`src/rtl/hex_ascii_frame_decoder_assert.svh`:
```
// Assertion macros shared by the frame decoder RTL
`ifndef HEX_ASCII_FRAME_DECODER_ASSERT_SVH
`define HEX_ASCII_FRAME_DECODER_ASSERT_SVH

// Same-cycle implication, sampled on clk, off while rst_n is low
`define HAFD_ASSERT_IMP(name, ante, cons, msg) \
    name: assert property (@(posedge clk) disable iff (!rst_n) (ante) |-> (cons)) \
        else $error(msg);

// Next-cycle implication, sampled on clk, off while rst_n is low
`define HAFD_ASSERT_NXT(name, ante, cons, msg) \
    name: assert property (@(posedge clk) disable iff (!rst_n) (ante) |=> (cons)) \
        else $error(msg);

`endif

```
`src/rtl/hafd_pkg.sv`:
```
// Constants and helpers for the ASCII hex frame decoder
package hafd_pkg;

    // Default receive buffer size in characters
    localparam int BUFFER_BYTES_DEFAULT = 64;

    // Decoded head bytes kept per frame
    localparam int HEAD_DEPTH = 8;
    localparam int HEAD_W     = $clog2(HEAD_DEPTH);

    // Character codes
    localparam logic [7:0] CH_COLON   = 8'h3A;
    localparam logic [7:0] CH_NEWLINE = 8'h0A;
    localparam logic [7:0] CH_NUL     = 8'h00;
    localparam logic [7:0] CH_ASYNC   = 8'h41;

    // Expected byte sum of a good frame
    localparam logic [7:0] SUM_MATCH = 8'h55;

    // Uppercase hex digit to nibble; anything else reads as zero
    function automatic logic [3:0] hex_nibble(input logic [7:0] c);
        if (c >= 8'h30 && c <= 8'h39)
        begin
            return c[3:0];
        end
        if (c >= 8'h41 && c <= 8'h46)
        begin
            return 4'(c[3:0] + 4'd9);
        end
        return 4'd0;
    endfunction

endpackage

```
`src/rtl/hex_ascii_frame_decoder.sv`:
```
// ASCII hex frame decoder: colon-to-newline frames, 8-bit sum check
//
//  channel | direction | handshake             | payload
//  --------+-----------+-----------------------+--------------------------------------
//  in      | sink      | in_valid / in_ready   | rx_char
//  out     | source    | out_valid / out_ready | command, register_id, flags, value,
//          |           |                       | payload_len
//
// One character word per cycle unless a result stalls; each result is registered.
// Rate is set by the single decode step between the input register and result register.
// Asynchronous reset clears frame state, head bytes and both valid flags.
// A stalled result holds the input register, which then drops in_ready.
// Only a newline that closes a good frame gives a result; other words give none.
`include "hex_ascii_frame_decoder_assert.svh"

module hex_ascii_frame_decoder #(
    parameter int BUFFER_BYTES = hafd_pkg::BUFFER_BYTES_DEFAULT
) (
    input  logic        clk,
    input  logic        rst_n,
    input  logic        in_valid,
    output logic        in_ready,
    input  logic [7:0]  rx_char,
    output logic        out_valid,
    input  logic        out_ready,
    output logic [7:0]  command,
    output logic [15:0] register_id,
    output logic [7:0]  flags,
    output logic [31:0] value,
    output logic [6:0]  payload_len
);
    import hafd_pkg::*;

    localparam int              CNT_W = $clog2(BUFFER_BYTES);
    localparam logic [CNT_W-1:0] LIMIT = CNT_W'(BUFFER_BYTES - 2);

    // Input register
    logic             s1_valid_reg;
    logic [7:0]       char_reg;
    logic             s1_fire;

    // Frame state
    logic             in_frame_reg,  in_frame_next;
    logic [CNT_W-1:0] char_count_reg, char_count_next;
    logic [7:0]       second_char_reg, second_char_next;
    logic [3:0]       pend_reg,      pend_next;
    logic [7:0]       sum_reg,       sum_next;
    logic [6:0]       byte_cnt_reg,  byte_cnt_next;
    logic             stopped_reg,   stopped_next;
    logic [7:0]       head_reg  [HEAD_DEPTH];
    logic [7:0]       head_next [HEAD_DEPTH];
    logic             emit;

    // Result register
    logic             out_valid_reg;
    logic [7:0]       command_reg;
    logic [15:0]      register_id_reg;
    logic [7:0]       flags_reg;
    logic [31:0]      value_reg;
    logic [6:0]       payload_len_reg;

    // Handshake
    assign s1_fire  = s1_valid_reg && (!out_valid_reg || out_ready);
    assign in_ready = !s1_valid_reg || s1_fire;

    // Decode one character against the frame state
    always_comb
    begin
        logic       is_colon;
        logic       active;
        logic [7:0] b;

        is_colon        = (char_reg == CH_COLON);
        in_frame_next   = in_frame_reg || is_colon;
        char_count_next = is_colon ? '0 : char_count_reg;
        pend_next       = is_colon ? 4'd0 : pend_reg;
        sum_next        = is_colon ? 8'd0 : sum_reg;
        byte_cnt_next   = is_colon ? 7'd0 : byte_cnt_reg;
        stopped_next    = is_colon ? 1'b0 : stopped_reg;
        second_char_next = second_char_reg;
        head_next       = head_reg;
        emit            = 1'b0;
        b               = {pend_next, hex_nibble(char_reg)};

        active = in_frame_next && (char_count_next < LIMIT);
        if (active)
        begin
            if (char_count_next == CNT_W'(1))
            begin
                second_char_next = char_reg;
            end
            // Pair nibbles into bytes until conversion stops
            if (!stopped_next)
            begin
                if (!char_count_next[0])
                begin
                    if (char_reg == CH_NEWLINE || char_reg == CH_NUL)
                    begin
                        stopped_next = 1'b1;
                    end
                    else
                    begin
                        pend_next = hex_nibble(char_reg);
                    end
                end
                else
                begin
                    if (byte_cnt_next < 7'(HEAD_DEPTH))
                    begin
                        head_next[byte_cnt_next[HEAD_W-1:0]] = b;
                    end
                    sum_next      = sum_next + b;
                    byte_cnt_next = byte_cnt_next + 7'd1;
                end
            end
            char_count_next = char_count_next + CNT_W'(1);
            // Newline closes the frame
            if (char_reg == CH_NEWLINE)
            begin
                in_frame_next = 1'b0;
                emit = (second_char_next != CH_ASYNC) && (sum_next == SUM_MATCH)
                       && (byte_cnt_next != 7'd0);
            end
        end
    end

    // Control and frame state
    always_ff @(posedge clk or negedge rst_n)
    begin
        if (!rst_n)
        begin
            s1_valid_reg    <= 1'b0;
            out_valid_reg   <= 1'b0;
            in_frame_reg    <= 1'b0;
            char_count_reg  <= '0;
            second_char_reg <= 8'd0;
            pend_reg        <= 4'd0;
            sum_reg         <= 8'd0;
            byte_cnt_reg    <= 7'd0;
            stopped_reg     <= 1'b0;
            for (int i = 0; i < HEAD_DEPTH; i++)
            begin
                head_reg[i] <= 8'd0;
            end
        end
        else
        begin
            if (in_valid && in_ready)
            begin
                s1_valid_reg <= 1'b1;
            end
            else if (s1_fire)
            begin
                s1_valid_reg <= 1'b0;
            end

            if (s1_fire && emit)
            begin
                out_valid_reg <= 1'b1;
            end
            else if (out_ready)
            begin
                out_valid_reg <= 1'b0;
            end

            if (s1_fire)
            begin
                in_frame_reg    <= in_frame_next;
                char_count_reg  <= char_count_next;
                second_char_reg <= second_char_next;
                pend_reg        <= pend_next;
                sum_reg         <= sum_next;
                byte_cnt_reg    <= byte_cnt_next;
                stopped_reg     <= stopped_next;
                head_reg        <= head_next;
            end
        end
    end

    // Payload registers
    always_ff @(posedge clk)
    begin
        if (in_valid && in_ready)
        begin
            char_reg <= rx_char;
        end
        if (s1_fire && emit)
        begin
            command_reg     <= head_next[0];
            register_id_reg <= {head_next[2], head_next[1]};
            flags_reg       <= head_next[3];
            value_reg       <= {head_next[7], head_next[6], head_next[5], head_next[4]};
            payload_len_reg <= byte_cnt_next - 7'd1;
        end
    end

    assign out_valid   = out_valid_reg;
    assign command     = command_reg;
    assign register_id = register_id_reg;
    assign flags       = flags_reg;
    assign value       = value_reg;
    assign payload_len = payload_len_reg;

    // Checks
    `HAFD_ASSERT_IMP(a_count_bound, 1'b1, char_count_reg <= LIMIT,
        "character count past buffer limit")
    `HAFD_ASSERT_IMP(a_emit_on_newline, s1_fire && emit, char_reg == CH_NEWLINE,
        "result raised by a word other than newline")
    `HAFD_ASSERT_NXT(a_colon_opens, s1_fire && char_reg == CH_COLON,
        in_frame_reg && char_count_reg == CNT_W'(1), "colon did not open a frame")
    `HAFD_ASSERT_NXT(a_stall_holds, s1_valid_reg && out_valid_reg && !out_ready,
        s1_valid_reg && $stable(char_reg), "input register lost a stalled word")

endmodule

```
`config.mk`:
```
export PLATFORM = sky130hd
export DESIGN_NAME = hex_ascii_frame_decoder
export DESIGN_NICKNAME = d
export VERILOG_FILES = /design/src/rtl/hafd_pkg.sv /design/src/rtl/hex_ascii_frame_decoder.sv
export VERILOG_INCLUDE_DIRS = /design/src /design/src/rtl
export SDC_FILE = /design/constraint.sdc
export NUM_CORES = 1
export LEC_CHECK = 0
export BUFFER_PORTS_ARGS = -buffer_cell sky130_fd_sc_hd__buf_2
export CELL_PAD_IN_SITES_DETAIL_PLACEMENT = 0
export CELL_PAD_IN_SITES_GLOBAL_PLACEMENT = 1
export CORE_MARGIN = 2
export CORE_UTILIZATION = 30
export CTS_BUF_LIST = sky130_fd_sc_hd__clkbuf_4 sky130_fd_sc_hd__clkbuf_8
export DETAILED_ROUTE_END_ITERATION = 8
export MAX_ROUTING_LAYER = met4
export PLACE_DENSITY = 0.66
export SETUP_SLACK_MARGIN = 0.4
export SYNTH_ARGS = -nofsm -noshare
export SYNTH_HDL_FRONTEND = slang
export SYNTH_SLANG_ARGS = --single-unit
```
`constraint.sdc`:
```
create_clock -name clk -period 10.7 [get_ports clk]
set_input_delay 1.07 -clock clk [delete_from_list [all_inputs] [get_ports clk]]
set_output_delay 1.07 -clock clk [all_outputs]
set_load 0.02 [all_outputs]
```
; ---- After elaboration in Yosys (flattened, before gate mapping)
; Cells that the tools add are included.
[word_totals]
register_bits = 180
input_bits = 12
[classes]
reduce_logical = 20
mux = 57
addsub = 5
n_bitwise = 1
n_eq_ne = 5
n_lt_le_gt_ge = 8
[op_table]
columns = cell, count
row1 = 2-to-1 mux 64 bit, 4
row2 = bitwise mux 64 bit, 1
row3 = 2-to-1 mux 8 bit, 8
row4 = 2-to-1 mux 4 bit, 11
row5 = 2-to-1 mux 7 bit, 5
row6 = 2-to-1 mux 1 bit, 25
row7 = demux 8 bit (select 3 bit), 1
row8 = 2-to-1 mux 6 bit, 2
row9 = logical AND 1 bit, 9
row10 = adder 8 bit, 1
row11 = equality test 8 x 4 -> 1 bit (second input constant), 1
row12 = equality test 8 x 6 -> 1 bit (second input constant), 1
row13 = equality test 8 x 7 -> 1 bit (second input constant), 1
row14 = greater-or-equal comparator 8 x 6 -> 1 bit (second input constant), 1
row15 = greater-or-equal comparator 8 x 7 -> 1 bit (second input constant), 1
row16 = <= comparator 8 x 6 -> 1 bit (second input constant), 1
row17 = <= comparator 8 x 7 -> 1 bit (second input constant), 1
row18 = zero test 8 bit, 1
row19 = inequality test 8 x 7 -> 1 bit (second input constant), 1
row20 = adder 7 x 1 -> 7 bit (second input constant), 1
row21 = less-than comparator 7 x 4 -> 1 bit (second input constant), 1
row22 = nonzero test 7 bit, 1
row23 = subtractor 7 x 1 -> 7 bit (second input constant), 1
row24 = adder 6 x 1 -> 6 bit (second input constant), 1
row25 = other kinds (10), 15

; ---- Logic depth before layout (Yosys ltp)
; Gate-level depths: netlist of the first run.
[depth]
word_depth = 18
depth_mapped = 16
ltp_nobuf = 16

; ---- Worst setup path before layout of the first run
; No wires, ideal clock.
[synth_path]
path_type = register -> register
startpoint = reg char_reg[0]
endpoint = reg command_reg[0] (netlist: command[0]) (enable)
n_path_buf = 0
path_stages_with_launch = 13
t_required_ps = 10160
period_less_slack_ps = 7751
setup_time_ps = 540
path_slack_ps = 2949
arrival_time_ps = 7211
cell_sequence = edfxtp_1 ha_1 or4b_1 and4_1 a22oi_1 inv_1 ha_1 a21o_1 a2111oi_0 a211oi_1 nor4_2 o211ai_1 nor4b_2
[synth_between]
elab_chain_cells = 16
word_cells_on_any_way = 43
classes_between = add/sub: 3 / order compare: 5 / eq/ne: 5 / mux: 22 / reduce/logical: 8
[synth_lines]
columns = item, line
row1 = from (decl), hex_ascii_frame_decoder.sv:39  ; logic [7:0] char_reg;
row2 = from (signal assigned), hex_ascii_frame_decoder.sv:185  ; char_reg <= rx_char;
row3 = greater-or-equal comparator 8 x 7 -> 1 bit or <= comparator 8 x 7 -> 1 bit (tied branches), hafd_pkg.sv:26  ; if (c >= 8'h41 && c <= 8'h46)
row4 = logical AND 1 bit, hafd_pkg.sv:26
row5 = 2-to-1 mux 1 bit (2 in series), hafd_pkg.sv:26
row6 = 2-to-1 mux 4 bit, hafd_pkg.sv:30  ; return 4'd0;
row7 = 2-to-1 mux 4 bit, hafd_pkg.sv:26
row8 = adder 8 bit, hex_ascii_frame_decoder.sv:112  ; sum_next = sum_next + b;
row9 = 2-to-1 mux 8 bit, hex_ascii_frame_decoder.sv:95  ; if (!char_count_next[0])
row10 = 2-to-1 mux 8 bit, hex_ascii_frame_decoder.sv:93  ; if (!stopped_next)
row11 = 2-to-1 mux 8 bit, hex_ascii_frame_decoder.sv:86  ; if (active)
row12 = equality test 8 x 7 -> 1 bit, hex_ascii_frame_decoder.sv:121  ; emit = (second_char_next != CH_ASYNC) && (sum_next == SUM_MATCH)
row13 = logical AND 1 bit, hex_ascii_frame_decoder.sv:121
row14 = logical AND 1 bit, hex_ascii_frame_decoder.sv:122  ; && (byte_cnt_next != 7'd0);
row15 = 2-to-1 mux 1 bit, hex_ascii_frame_decoder.sv:118  ; if (char_reg == CH_NEWLINE)
row16 = 2-to-1 mux 1 bit *, hex_ascii_frame_decoder.sv:86
row17 = logical AND 1 bit *, hex_ascii_frame_decoder.sv:187  ; if (s1_fire && emit)
row18 = to (signal assigned), hex_ascii_frame_decoder.sv:189  ; command_reg <= head_next[0];
row19 = to (decl), hex_ascii_frame_decoder.sv:56  ; logic [7:0] command_reg;
; Mark *: on every way between the ends. The rest lies on a longest branch, timed or not. The select of a mux whose other input is x is not followed.
; A chain may end at the register's enable or synchronous reset.

; ---- Worst setup path in the final report of the first run
[layout_path]
startpoint = reg char_reg[1]
endpoint = reg value_reg[22] (netlist: value[22]) (enable)
[layout_between]
elab_chain_cells = 16
word_cells_on_any_way = 43
classes_between = add/sub: 3 / order compare: 5 / eq/ne: 5 / mux: 22 / reduce/logical: 8
[layout_lines]
columns = item, line
row1 = greater-or-equal comparator 8 x 7 -> 1 bit or <= comparator 8 x 7 -> 1 bit (tied branches), hafd_pkg.sv:26
row2 = logical AND 1 bit, hafd_pkg.sv:26
row3 = 2-to-1 mux 1 bit (2 in series), hafd_pkg.sv:26
row4 = 2-to-1 mux 4 bit, hafd_pkg.sv:30
row5 = 2-to-1 mux 4 bit, hafd_pkg.sv:26
row6 = adder 8 bit, hex_ascii_frame_decoder.sv:112
row7 = 2-to-1 mux 8 bit, hex_ascii_frame_decoder.sv:95
row8 = 2-to-1 mux 8 bit, hex_ascii_frame_decoder.sv:93
row9 = 2-to-1 mux 8 bit, hex_ascii_frame_decoder.sv:86
row10 = equality test 8 x 7 -> 1 bit, hex_ascii_frame_decoder.sv:121
row11 = logical AND 1 bit, hex_ascii_frame_decoder.sv:121
row12 = logical AND 1 bit, hex_ascii_frame_decoder.sv:122
row13 = 2-to-1 mux 1 bit, hex_ascii_frame_decoder.sv:118
row14 = 2-to-1 mux 1 bit *, hex_ascii_frame_decoder.sv:86
row15 = logical AND 1 bit *, hex_ascii_frame_decoder.sv:187
row16 = to (signal assigned), hex_ascii_frame_decoder.sv:192  ; value_reg <= {head_next[7], head_next[6], head_next[5], head_next[4]};
row17 = to (decl), hex_ascii_frame_decoder.sv:59  ; logic [31:0] value_reg;
; Marks and branches as above.

==> impl_metrics.env, run 1 <==
export IMPL_status="finished clean"
export IMPL_avgSynthCellArea_um2=12.35
export IMPL_hold_violations=0
export IMPL_seq_area_frac_synth_pct=57.89
export IMPL_wl_per_cell_um=16.83
export IMPL_timing_fmax_mhz=196.1
export IMPL_grt_first_pass_wirelength_mm=30.70
export IMPL_ys_flop_type="dfrtp_1"
export IMPL_slew_headroom_pct=37.91
export IMPL_io_buffers=84
export IMPL_antenna_found_initial=0
export IMPL_crit_path_cell_trace="inv_1 > ha_1 > or4b_1 > and4_1 > a22oi_1 > buf_4 > inv_1 > ha_1 > a21o_1 > a2111oi_0 > a211oi_1 > nor4_2 > o211ai_1 > nor4b_4 > buf_4"
export IMPL_clkTransAtPathRegs_ns=0.10
export IMPL_slew_viol_final=0
export IMPL_startpoint_type="register"
export IMPL_worst_slack_ns=5.601
export IMPL_rsz0062_at_grt="false"
export IMPL_start_util_pct=30.46
export IMPL_fin_crit_ns=5.099
export IMPL_cp_end_kind="register"
export IMPL_grt_usage_pct=14.10
export IMPL_die_area_mm2=0.02957
export IMPL_layoutNonFillerInstCount=1153
export IMPL_dp_cells=1121
export IMPL_grt_pass1_vias=5327
export IMPL_gp_congestion=0.7909
export IMPL_critPathKind="register to register"
export IMPL_synth_seq_cells=180
export IMPL_cts_hold_buf=0
export IMPL_cts_root_buffer="clkbuf_8"
export IMPL_maxCapViolCount=0
export IMPL_post_route_drc_count=0
export IMPL_crit_path_max_incr_delay_ns=0.55
export IMPL_wirelength_mm=19.41
export IMPL_p_per_area_mw_per_mm2=215.5
export IMPL_mostFrequentLayoutCells="101 x dfrtp_1, 83 x buf_2, 79 x edfxtp_1, 69 x nand2_1, 67 x mux2_2"
export IMPL_syn_to_final_growth_pct=14.16
export IMPL_core_mm2=0.02778
export IMPL_drt_iter0_markers=329
export IMPL_worstMarginPinSlew_ns=0.9229
export IMPL_cts_resized=0
export IMPL_fp_dieH_um=172.0
export IMPL_yosysUniqueCellTypes=70
export IMPL_num_vias=5429
export IMPL_timing_setup_tns_ns=0
export IMPL_drive_gt1_share_pct=28.00
export IMPL_antenna_left=0
export IMPL_cp_max_fo=38
export IMPL_nets=790
export IMPL_grt_overflow=0
export IMPL_clock_sinks=180
export IMPL_finalSetupViolCount=0
export IMPL_min_path_type="register to register"
export IMPL_seq_area_mm2=0.004900
export IMPL_crit_buf_inv=4
export IMPL_clk_latency_ns=0.46
export IMPL_crit_required_ns=10.81
export IMPL_dp_hpwl_mm=13.42
export IMPL_detailedRoute_firstPassIterationCount=5
export IMPL_cts_tree="built"
export IMPL_cts_buffers_inserted=17
export IMPL_rows=61
export IMPL_largest_reg_flops=64
export IMPL_critPathTopFamily="simple AND/OR/NAND/NOR gates"
export IMPL_syn_nets=713
export IMPL_synthArstFlopShare_pct=56.11
export IMPL_grt_max_degree=64
export IMPL_synth_edff_count=79
export IMPL_p_leak_nw=4.179
export IMPL_num_antenna_cells=0
export IMPL_cts_path_max_buffers=2
export IMPL_arrival_ns=5.21
export IMPL_ios=85
export IMPL_post_cts_setup_buffers=0
export IMPL_n_fill_cell=2821
export IMPL_die_w_um=172.0
export IMPL_syn_inst=685
export IMPL_layout_commonest_cell="dfrtp_1"
export IMPL_cpMaxStageDelayCell="or4b_1"
export IMPL_multiInputGateArea_mm2=0.003371
export IMPL_vdd_drop_max_uv=73.86
export IMPL_pre_cts_ws_ns=5.672
export IMPL_via_per_inst=4.709
export IMPL_utilization_pct=34.78
export IMPL_skew_ns=0.01438
export IMPL_h_tree_depth=4
export IMPL_ys_warn_count=0
export IMPL_synth_area_mm2=0.008463
export IMPL_fin_crit_sh_pct=47.65
[path summary, 6_finish.rpt]
check	startpoint	to	slack [ns]	cells past startpoint
max in group asynchronous	rst_n	head_reg[16]	8.89	2
hold reg to reg	head_reg[50]	head_reg[50]	0.50	1
setup / recovery	char_reg[1]	value[22]	5.60	15
setup reg to reg	char_reg[1]	value[22]	5.60	15
min in group asynchronous	rst_n	head_reg[35]	0.58	1
hold / removal	head_reg[50]	head_reg[50]	0.50	1
[worst register-to-register path, cell delays in order (launching register included)]
cell and delay [ns]:
edfxtp_1 0.49, inv_1 0.11, ha_1 0.20, or4b_1 0.55, and4_1 0.27, a22oi_1 0.21, buf_4 0.29, inv_1 0.14
ha_1 0.33, a21o_1 0.18, a2111oi_0 0.45, a211oi_1 0.15, nor4_2 0.42, o211ai_1 0.20, nor4b_4 0.28, buf_4 0.46
[routing by layer]
layer	wire length [µm]	GRT usage, %	vias to the layer above	share of wire [%]
li1	-	-	2643	-
met1	9375	19.34	2678	48
met4	148	2.886	0	0.76
met5	0	-	-	0
met3	784	2.953	13	4.0
met2	9100	21.70	95	47
[cells by family (layout without fill, tap and decap cells)]
| family | Yosys count | after routing | share of synthesized area [%] |
|---|---|---|---|
| DFF | 180 | 180 | 57.89 |
| and+or+nand+nor | 208 | 208 | 13.65 |
| buffers and inverters | 48 | 138 | 2.380 |
| xor gates and xnor gates | 12 | 12 | 1.242 |
| adders and majority gates | 16 | 16 | 2.454 |
| muxes | 107 | 107 | 14.47 |
| AOI/OAI and AO/OA | 114 | 114 | 7.909 |
[power by group]
part | switching (mW) | leakage [nW] | internal, mW
Clock | 0.263 | 0.200 | 0.198
Combinational | 0.361 | 1.91 | 0.277
Sequential | 0.0995 | 2.06 | 0.884
Total | 0.723 | 4.18 | 1.36
[synthesized netlist by cell type (all sizes together), types with 3 or more instances]
cell / count / area share, %
nand2: 73 / 3.6
nand2b: 12 / 0.89
or4: 5 / 0.44
xor2: 7 / 0.72
o211ai: 3 / 0.33
clkinv: 3 / 0.13
mux2: 99 / 14
and3: 5 / 0.37
and2: 14 / 1.0
clkbuf: 23 / 1.0
inv: 12 / 0.53
a21oi: 30 / 1.8
mux2i: 8 / 0.95
ha: 15 / 2.2
nor3b: 4 / 0.35
or3: 3 / 0.22
nand3: 7 / 0.41
nor3: 12 / 0.98
a211oi: 4 / 0.35
xnor2: 5 / 0.52
or2: 4 / 0.30
o31ai: 3 / 0.27
nand4: 5 / 0.37
buf: 10 / 0.69
edfxtp: 79 / 28
nor4b: 4 / 0.49
o21ai: 53 / 3.1
nor2: 40 / 2.2
dfrtp: 101 / 30
nor4: 5 / 0.44
nor2b: 4 / 0.30
[area by class of cell]
class                      count  share of cell area, %
clock buffer                  18                  2.564
clock inverter                14                  1.437
inverter                      15                 0.5828
multi-input combinational    457                  34.89
sequential                   180                  50.71
tap                          378                  4.895
timing repair buffer          91                  4.921
[per-stage QoR]
step | hold slack, ns | power [mW] | cell area [µm²]
finish | 0.4962 | 2.082 | 9662
global route | 0.5072 | 2.224 | 9662
global placement | 0.4699 | 1.640 | 9275
detailed placement | 0.4784 | 1.641 | 9275
CTS | 0.4994 | 2.105 | 9662
floorplan | 0.4602 | 1.465 | 8463
Note: power is estimated with default switching activity, not from simulation.
==> run 2, diff against run 1 <==
- ABC_AREA: not set -> 1
- PLACE_DENSITY: 0.66 -> 0.71
- clock period: 10.7 -> 4.1 ns (I/O delays scaled with it)
==> run 2 against run 1 <==
  * Sequential power is 130% higher
  * Clock skew is 0.0092 ns higher
  * Power up 130%
  * Clock power rose to 2.6 times the previous value
==> impl_metrics.env, run 2 <==
export IMPL_cts_buffers_inserted=17
export IMPL_timing_setup_tns_ns=0
export IMPL_synth_area_mm2=0.008792
export IMPL_r2r_start="char_reg[4]"
export IMPL_cts_tree="built"
export IMPL_p_per_area_mw_per_mm2=459.4
export IMPL_hold_violations=0
export IMPL_sw_frac_of_total_pct=37.02
export IMPL_nets=1149
export IMPL_ios=85
export IMPL_num_antenna_cells=0
export IMPL_slew_viol_final=0
export IMPL_io_buffers=84
export IMPL_grt_usage_pct=15.13
export IMPL_antenna_left=0
export IMPL_die_area_mm2=0.03069
export IMPL_grt_pass1_vias=6522
export IMPL_critPathTopFamily="simple AND/OR/NAND/NOR gates"
export IMPL_grt_max_degree=71
export IMPL_synth_common_cells="385 x nand2_1, 115 x inv_1, 101 x dfrtp_1, 79 x edfxtp_1, 73 x o21ai_1"
export IMPL_rows=62
export IMPL_syn_inst=1022
export IMPL_syn_to_final_growth_pct=17.59
export IMPL_rsz0062_at_grt="true"
export IMPL_gp_congestion=0.8424
export IMPL_worstMarginPinSlew_ns=0.8632
export IMPL_grt_first_pass_wirelength_mm=35.27
export IMPL_worst_r2r_cell_count=19
export IMPL_p_int_mw=2.991
export IMPL_p_comb_share_pct=27.2
export IMPL_start_util_pct=30.55
export IMPL_finalSetupViolCount=0
export IMPL_worst_slack_ns=0.5889
export IMPL_timing_fmax_mhz=284.8
export IMPL_clkTransAtPathRegs_ns=0.12
export IMPL_clkPwrFrac_pct=25.6
export IMPL_syn_nets=1050
export IMPL_cp_max_fo=9
export IMPL_crit_path_cell_trace="nor2_2 > nand2_2 > nor4_4 > nand3_1 > nand2_2 > ha_4 > inv_2 > fa_2 > xnor2_1 > nand4_1 > nand2_1 > inv_1 > nor2_1 > nand3_1 > nor2_1 > nand4_1 > nor2_4 > buf_12 > buf_6"
export IMPL_synthArstFlopShare_pct=56.11
export IMPL_status="finished clean"
export IMPL_mostFrequentLayoutCells="381 x nand2_1, 111 x inv_1, 101 x dfrtp_1, 83 x buf_2, 79 x edfxtp_1"
export IMPL_drive_gt1_share_pct=18.34
export IMPL_h_tree_depth=4
export IMPL_startpoint_type="register"
export IMPL_clock_sinks=180
export IMPL_synthTopCellsByArea="dfrtp_1 29%, edfxtp_1 27%, nand2_1 16%"
export IMPL_ys_flop_type="dfrtp_1"
export IMPL_crit_required_ns=4.29
export IMPL_cts_path_max_buffers=2
export IMPL_p_leak_nw=5.006
export IMPL_wl_per_cell_um=14.76
export IMPL_grt_overflow=0
export IMPL_avgSynthCellArea_um2=8.603
export IMPL_vdd_drop_max_uv=187.3
export IMPL_layout_commonest_cell="nand2_1"
export IMPL_yosysTopAreaCell="dfrtp_1"
export IMPL_r2r_setup_slack_ns=0.59
export IMPL_yosysUniqueCellTypes=43
export IMPL_post_route_drc_count=0
export IMPL_largest_reg_flops=64
export IMPL_yosysTopAreaCellShare_pct=28.75
export IMPL_via_per_inst=4.538
export IMPL_n_fill_cell=2962
export IMPL_core_mm2=0.02878
export IMPL_power_switching_mw=1.758
export IMPL_cp_end_kind="register"
export IMPL_synth_seq_cells=180
export IMPL_pre_cts_ws_ns=0.2727
export IMPL_antenna_found_initial=0
export IMPL_seq_area_frac_synth_pct=55.73
export IMPL_multiInputGateArea_mm2=0.003371
export IMPL_cpMaxStageDelayCell="edfxtp_1"
export IMPL_drt_iter0_markers=609
export IMPL_num_vias=6888
export IMPL_min_path_type="input port to asynchronous set/reset pin"
export IMPL_die_w_um=175.2
export IMPL_wirelength_mm=22.41
export IMPL_detailedRoute_firstPassIterationCount=5
export IMPL_yosysMostFrequentCell="nand2_1"
export IMPL_synth_edff_count=79
export IMPL_r2r_end="value[20]"
export IMPL_seq_area_mm2=0.004900
export IMPL_arrival_ns=3.70
export IMPL_fin_crit_sh_pct=85.64
export IMPL_skew_ns=0.02356
export IMPL_dp_hpwl_mm=14.54
export IMPL_critPathKind="register to register"
export IMPL_slew_headroom_pct=42.45
export IMPL_fin_crit_ns=3.511
export IMPL_clk_latency_ns=0.47
export IMPL_maxCapViolCount=0
export IMPL_crit_buf_inv=4
export IMPL_fp_dieH_um=175.2
export IMPL_cts_root_buffer="clkbuf_8"
export IMPL_crit_path_max_incr_delay_ns=0.45
export IMPL_seq_power_share_pct=47.3
export IMPL_ys_warn_count=0
## run 2: cell types whose count changed after synthesis, sizes merged, moves of 21 or more
cell	previous run	this run
o21ai	53	115
nand3	7	39
nor2	40	61
inv	12	122
a21oi	30	9
mux2	99	0
nand2	73	395
## run 2: per-layer routing
| metal | vias to the layer above | routed length (µm) | part of all wire (%) | track usage, % |
|---|---|---|---|---|
| met3 | 14 | 1044 | 4.7 | 2.372 |
| met4 | 0 | 231 | 1.0 | 3.576 |
| met1 | 3238 | 10430 | 47 | 19.94 |
| li1 | 3490 | - | - | - |
| met2 | 146 | 10700 | 48 | 24.51 |
| met5 | - | 0 | 0 | - |
## run 2: area by class of cell
cell class                      instances  share of cell area [%]
Multi-Input combinational cell        685                   32.60
Tap cell                              384                   4.647
Sequential cell                       180                   47.39
Clock buffer                           17                   2.263
Inverter                              123                   4.466
Clock inverter                         15                   1.549
Timing Repair Buffer                  114                   7.080
## run 2: power by group through the flow
| stage | clock network [mW] | logic, mW | registers, mW |
|---|---|---|---|
| floorplan | 0 | 0.967 | 2.24 |
| global placement | 0 | 1.26 | 2.28 |
| detailed placement | 0 | 1.27 | 2.28 |
| CTS | 1.26 | 1.28 | 2.24 |
| global route | 1.31 | 1.49 | 2.28 |
| finish | 1.21 | 1.29 | 2.24 |
## run 2: cells by family (layout without fill, tap and decap cells)
group | after synthesis | in the layout | synth area share (%)
buffers and inverters | 157 | 269 | 7.329
and+or+nand+nor | 521 | 521 | 24.90
DFF | 180 | 180 | 55.73
AOI/OAI and AO/OA | 139 | 139 | 8.781
adders and majority gates | 16 | 16 | 2.362
xor gates and xnor gates | 9 | 9 | 0.8966
## run 2: worst max path at each step
stage | endpoint | slack (ns) | depth (start not counted) | from
6_report | value[20] | 0.59 | 19 | char_reg[4]
5_1_grt | value[15] | 0.34 | 19 | char_reg[4]
4_1_cts | value[12] | 0.41 | 19 | char_reg[1]
3_5_place_dp | value[2] | 0.27 | 18 | char_reg[5]
3_3_place_gp | value[2] | 0.37 | 18 | char_reg[5]
2_1_floorplan | command[0] | 0.02 | 21 | char_reg[1]
## run 2: what timing repair did
item                       4_1_cts  5_1_grt
hold buffers                     0        0
setup endpoints to repair       71       71
pin swaps                        0       13
setup buffers                    0       13
cloned                           1        5
gates resized for setup          4       16
## run 2: metrics by stage
stage          instances  power, mW  hold WS (ns)  util, %  instance area (µm²)
5_1_grt             1518      5.078       0.05444    35.92                10340
4_1_cts             1500      4.779       0.03461    35.11                10110
2_1_floorplan       1022      3.203        0.1144        -                 8848
3_3_place_gp        1467      3.541        0.4611    33.58                 9666
3_5_place_dp        1467      3.553        0.4650    33.58                 9666
6_report            1518      4.749       0.02044    35.92                10340
